$ cat src/rtl/point_plane_distance_assert.svh
// ----------------------------------------------------------------------------
// point_plane_distance assertion macros
// concurrent checks clocked on clk_i, disabled while rst_ni is low
// ----------------------------------------------------------------------------
`ifndef POINT_PLANE_DISTANCE_ASSERT_SVH
`define POINT_PLANE_DISTANCE_ASSERT_SVH

// antecedent in a cycle implies consequent in the same cycle
`define PPD_ASSERT_IMP(lbl, ante, cons) \
  lbl: assert property (@(posedge clk_i) disable iff (!rst_ni) (ante) |-> (cons)) \
    else $error("point_plane_distance: implication check failed");

// antecedent in a cycle implies consequent in the next cycle
`define PPD_ASSERT_NEXT(lbl, ante, cons) \
  lbl: assert property (@(posedge clk_i) disable iff (!rst_ni) (ante) |=> (cons)) \
    else $error("point_plane_distance: next cycle check failed");

`endif

$ cat src/rtl/ppd_pkg.sv
`timescale 1ns / 1ps
// ----------------------------------------------------------------------------
// ppd_pkg
// widths, types and constants shared by the point to plane distance block
// ----------------------------------------------------------------------------
package ppd_pkg;

  localparam int COORD_BITS = 16;
  localparam int FRAC_BITS  = 16;
  localparam int DIST_BITS  = 33;
  localparam int SB         = 34;                 // result bits searched

  localparam int DB   = COORD_BITS + 1;           // coordinate difference
  localparam int PB   = 2 * DB;                   // cross product term
  localparam int NB   = PB + 1;                   // normal component
  localparam int TB   = DB + NB;                  // dot product term
  localparam int DTB  = TB + 2;                   // dot product
  localparam int LB   = DTB / 2;                  // low half of |dot|
  localparam int HB   = DTB - LB;                 // high half of |dot|
  localparam int NNW  = 2 * NB + 2;               // |n|^2
  localparam int XW   = 2 * DTB + 2 * FRAC_BITS;  // dot^2 * 2^(2*frac)
  localparam int TW   = SB + NNW;                 // d * |n|^2
  localparam int CW   = ((XW > 2 * SB + NNW) ? XW : 2 * SB + NNW) + 1;

  localparam int FIFO_DEPTH = 4;
  localparam int FIFO_AW    = $clog2(FIFO_DEPTH);

  typedef struct packed {
    logic [XW-1:0]  x;
    logic [NNW-1:0] nn;
    logic           dg;
  } ppd_entry_t;

  typedef struct packed {
    logic full;
    logic empty;
  } ppd_fifo_stat_t;

endpackage

$ cat src/rtl/ppd_fifo.sv
`timescale 1ns / 1ps
// ----------------------------------------------------------------------------
// ppd_fifo
// short queue decoupling the front pipeline from the root search pipeline
// ----------------------------------------------------------------------------
module ppd_fifo import ppd_pkg::*; (
  input  logic           clk_i,
  input  logic           rst_ni,
  input  logic           push_i,
  input  ppd_entry_t     entry_i,
  input  logic           pop_i,
  output ppd_entry_t     head_o,
  output ppd_fifo_stat_t stat_o
);

  ppd_entry_t         mem_q [FIFO_DEPTH];
  logic [FIFO_AW-1:0] wr_q, rd_q;
  logic [FIFO_AW:0]   cnt_q;
  logic               do_push, do_pop;

  assign stat_o.full  = (cnt_q == (FIFO_AW + 1)'(FIFO_DEPTH));
  assign stat_o.empty = (cnt_q == '0);
  assign do_push      = push_i && !stat_o.full;
  assign do_pop       = pop_i && !stat_o.empty;
  assign head_o       = mem_q[rd_q];

  always_ff @(posedge clk_i or negedge rst_ni) begin
    if (!rst_ni) begin
      wr_q  <= '0;
      rd_q  <= '0;
      cnt_q <= '0;
    end else begin
      if (do_push) wr_q <= wr_q + 1'b1;
      if (do_pop)  rd_q <= rd_q + 1'b1;
      if (do_push && !do_pop) begin
        cnt_q <= cnt_q + 1'b1;
      end else if (do_pop && !do_push) begin
        cnt_q <= cnt_q - 1'b1;
      end
    end
  end

  always_ff @(posedge clk_i) begin
    if (do_push) begin
      mem_q[wr_q] <= entry_i;
    end
  end

endmodule

$ cat config.mk
export PLATFORM = sky130hd
export DESIGN_NAME = ppd_fifo
export DESIGN_NICKNAME = d
export VERILOG_FILES = /design/src/rtl/point_plane_distance_assert.svh /design/src/rtl/ppd_pkg.sv /design/src/rtl/ppd_fifo.sv
export SDC_FILE = /design/constraint.sdc
export NUM_CORES = 1
export LEC_CHECK = 0
export BUFFER_PORTS_ARGS = -buffer_cell sky130_fd_sc_hd__buf_2
export CAP_MARGIN = 20
export CORE_MARGIN = 2
export CORE_UTILIZATION = 34
export DETAILED_ROUTE_END_ITERATION = 8
export SYNTH_ARGS = -nofsm -noshare
export SYNTH_HDL_FRONTEND = slang
export SYNTH_SLANG_ARGS = --single-unit
$ cat constraint.sdc
create_clock -name clk_i -period 6.61 [get_ports clk_i]
set_input_delay 0.9915 -clock clk_i [delete_from_list [all_inputs] [get_ports clk_i]]
set_output_delay 0.9915 -clock clk_i [all_outputs]
set_load 0.01 [all_outputs]
-- After elaboration in Yosys (flattened, before gate mapping)
Memory sizes are Yosys's and may differ from the RTL's.
Index checks and enable logic that the tools add are counted.
Widths: inputs -> output; s select.
- div/mod/pow operators: 0
- mux-type cells: 4
- shifts and indexed selects: 0
- reductions and logical operators: 10
- multiply operators: 0
- add/subtract/negate cells: 4
- $lt $le $gt $ge: 0
- equality and inequality tests: 1
- bitwise gates (word level): 0
- operator list (kind ; count):
    $mux 3 ; 2
    $add 2x1->2 const B ; 2
    $logic_and 1x1->1 ; 4
    $logic_not 1->1 ; 4
    $add 3x1->3 const B ; 1
    $eq 3x3->1 const B ; 1
    $logic_not 3->1 ; 1
    $sub 3x1->3 const B ; 1
    $mux 1 ; 2
    $reduce_bool 2->1 ; 1
- input bits: 217
- memories kept: 1
- bits in read-only memories: 0
- RAM bits: 852
- flip-flop bits (word level): 7
- latch bits: 0
- logic and storage cells: 23
- output and inout bits: 215
- memories (memory ; words ; bits a word ; read ports ; clocked after memory_dff ; wr ports ; RTL line ; RTL):
    mem_q ; 4 ; 213 ; 1 ; 0 ; 1 ; ppd_fifo.sv:16 ; ppd_entry_t mem_q [FIFO_DEPTH];

-- Longest topological paths before layout
- depth after elaboration: 7
- mapped depth: 9
- mapped depth without buffers: 8

-- Least setup slack after synthesis
Ideal clock, no wire load.
- path type: input-to-reg
- start point: input push_i
- end point: memory mem_q[0][0] (netlist name) (enable)
- stages: 3
- arrival time: 6.118 ns
- buffers on the path: 1
- path slack: -0.108 ns
- library setup time: 0.600 ns
- required time: 6.010 ns
- path through: nor2b_1 buf_2 and2_1
- word-level cells in the longest chain between the ends: 3
- RTL lines (what ; RTL line ; RTL):
    start, declared ; ppd_fifo.sv:9 ; input logic push_i,
    $logic_and 1x1->1 ; ppd_fifo.sv:23 ; assign do_push = push_i && !stat_o.full;
    named net do_push ; ppd_fifo.sv:19 ; logic do_push, do_pop;
    $mux 1 ; ppd_fifo.sv:44 ; if (do_push) begin
    $mux 1 (implied by the code) ; ppd_fifo.sv:45 ; mem_q[wr_q] <= entry_i;
    end, declared ; ppd_fifo.sv:16 ;
The timed path passes the listed nets, and every way through them passes these cells.

==> run_results.csv <==
group,metric,value,unit
outcome,outcome,"finished, final reports clean",
clock_tree,cts_tree,"yes",
critical_path,r2r_start,"cnt_q[2]",
place,dpl.hpwl,37700,um
critical_path,required,5620,ps
clock_tree,cts_sinks,859,
critical_path,cp_slowest_cell,"dfrtp_4",
timing,fin_crit_sh,0.615,
timing,fmax,0.246,GHz
logic_synthesis,syn_nets,1372,
floorplanning,die_h,307,um
drt,first_iter_violations,868,
critical_path,crit_buf_inv,2,
global_routing,grtUsageTotal,0.133,
logic_synthesis,synth_ff_type,"edfxtp_1",
place,dp.cells,2723,
critical_path,cp_top_family,"flip-flops",
logic_synthesis,ys_seq_area_frac,0.827,
critical_path,crit_path_end,"head_o[123]",
logic_synthesis,synth_cells,1149,
global_routing,grt_max_degree,121,
floorplanning,num_io_pins,432,
logic_synthesis,ys_ff_latch,859,
timing,holdWs,201,ps
floorplanning,core_area,90400,um^2
critical_path,crit_path_start,"rd_q[0]",
clock_tree,ctsResizeCount,0,
critical_path,r2r_setup_slack,3520,ps
power,leakage,0.0126,uW
logic_synthesis,synth_commonest_cells,"edfxtp_1 (852), mux4_2 (213), buf_2 (25)",
critical_path,worstSetupStartpointType,"flip-flop",
timing,setup_viol,0,
place,place.gp.congestion,0.734,
critical_path,r2r_cells,4,
cells_and_area,drive_gt1_frac,0.465,
drt,dr.pass1.iters,4,
logic_synthesis,synth_top_family_by_area,"multiplexers",
clock_tree,post_cts_buffers,0,
clock_tree,cts_made_buffers,92,
timing,finalHoldViolations,0,
logic_synthesis,synth_edf_count,852,
logic_synthesis,synth-simple-area-share,0.00185,
power,vdd_drop_max,0.310,mV
timing,worst_slew_pin_slew,925,ps
clock_tree,ctsHoldBuffers,0,
critical_path,critical_path.max_fanout,74,
clock_tree,clock_path_buffers,3,
critical_path,critPathKind,"flip-flop to primary output",
timing,slew-limit-headroom,0.384,
clock_tree,path_clk_slew,60,ps
cells_and_area,layout.nets,1864,
drt,antenna_left,0,
critical_path,crit_path_cell_trace,"buf_12, mux4_2, buf_2",
power,p_total,17400,uW
floorplanning,core.rowCount,110,
logic_synthesis,synth-compound-area-share,0,
critical_path,end_kind,"primary output",
logic_synthesis,ys_warn_count,0,
min_path,hold_class,"input port to asynchronous set/reset pin",
timing,fin_setup_tns,0,ps
logic_synthesis,synth_xor_area_frac,0.00169,
drt,viasPerCell,4.73,
power,cellPowerDensity,461,nW/um^2
logic_synthesis,synth_mux_area_frac,0.155,
drt,vias,13707,
place,io_buffers,431,
cells_and_area,fin_cells,2899,
drt,routedWlPerCell,21.8,um
timing,slew_viol_final,0,
critical_path,slowest_delay,970,ps
logic_synthesis,yosysTopAreaCell,"edfxtp_1",
drt,drcViolationCount,0,
logic_synthesis,synth.most_common_cell,"edfxtp_1",
cells_and_area,area_growth,21.1,%
critical_path,cp.depth,3,
logic_synthesis,synth-adder-area-share,0.00265,
cells_and_area,multi_input_area,5020,um^2
logic_synthesis,synth_area_per_cell,27.1,um^2
critical_path,arrival,3070,ps
timing,period_minus_slack,4060,ps
logic_synthesis,yosys-top-cells-area,"edfxtp_1 (82%), mux4_2 (15%), buf_6 (0.65%)",
cells_and_area,ff_latch_area,25800,um^2
logic_synthesis,synthArstFlopShare,0.00815,
clock_tree,root_buffer,"clkbuf_16",
logic_synthesis,syn_area,31100,um^2
drt,drt-total-wl,63300,um
run,maxCapViolations,0,
critical_path,r2r-end,"mem_q[1][188]",
cells_and_area,fillCellCount,7820,
timing,rsz0062_at_grt,"false",
logic_synthesis,ys_types,19,
clock_tree,cts_max_level,3,
clock_tree,clkLatencyLatePin,630,ps
floorplanning,start_util,0.344,
global_routing,antenna_found_initial,10,
logic_synthesis,netlist.area_leader.share,0.822,
floorplanning,dieArea,94000,um^2
global_routing,grt-ovfl-total,0,
global_routing,grt_pass1_vias,14730,
global_routing,grt_pass1_wl,93400,um
floorplanning,fp.dieW,307,um
timing,fin_skew,16.1,ps
## power by group
part           total [uW]  internal [uW]  switching [uW]  leakage [uW]
Sequential           7540           7200             343       0.00788
Combinational        4790           2130            2660       0.00330
Clock                5030           3010            2020       0.00146
## logic make-up (layout without fill, tap and decap cells)
group,after synthesis,after routing
xor gates and xnor gates,6,6
adders and majority gates,6,6
buffers and inverters,53,623
DFF,859,859
muxes,215,215
other,0,4
and+or+nand+nor,10,10
## through the flow
step | utilization | setup WS (ps) | cell area [um^2]
2_1_floorplan | - | 2280 | 31100
3_3_place_gp | 0.384 | 2870 | 34700
3_5_place_dp | 0.384 | 2840 | 34700
4_1_cts | 0.417 | 2350 | 37700
5_1_grt | 0.417 | 2240 | 37700
6_report | 0.417 | 2550 | 37700
## cell usage in the layout (no fill, tap or decap), drive strengths merged, types with 2 or more instances in the layout
master	n
edfxtp	852
buf	447
mux4	213
clkbuf	118
clkinv	34
inv	12
bufinv	10
dfrtp	7
ha	5
diode	4
and2	4
xnor2	4
mux2	2
xor2	2
clkinvlp	2
## area by class of cell
| type | count | area share |
|---|---|---|
| timing repair buffer | 447 | 0.0641 |
| clock buffer | 118 | 0.0648 |
| tap | 1176 | 0.0390 |
| antenna | 4 | 0.000266 |
| inverter | 4 | 0.000398 |
| sequential | 859 | 0.684 |
| clock inverter | 54 | 0.0146 |
| multi-input combinational | 237 | 0.133 |
## worst register-to-register path, stage by stage, from the launching register on
cell and delay (ps):
dfrtp_1 400, nor3b_1 160, nor2b_1 670, and2_4 890
buf_12 460
## flip-flops by register name, indices dropped and copies added (netlist names)
signal / cells
wr_q: 2
rd_q: 2
mem_q: 852
cnt_q: 3
## how the worst min path moves through the flow
stage,start,end,slack (ps)
after floorplan,cnt_q[2],cnt_q[2],450
after global placement,cnt_q[2],cnt_q[2],460
after detailed placement,cnt_q[2],cnt_q[2],490
after CTS,rst_ni,wr_q[1],140
after global routing,rst_ni,wr_q[1],160
final,rst_ni,rd_q[1],200
## routing by layer
layer / track usage / share of wire
met1: 0.164 / 0.40
met2: 0.225 / 0.51
met3: 0.0431 / 0.066
met4: 0.0388 / 0.023
met5: 0 / 0.00093
Power figures use the tool's default switching activity.
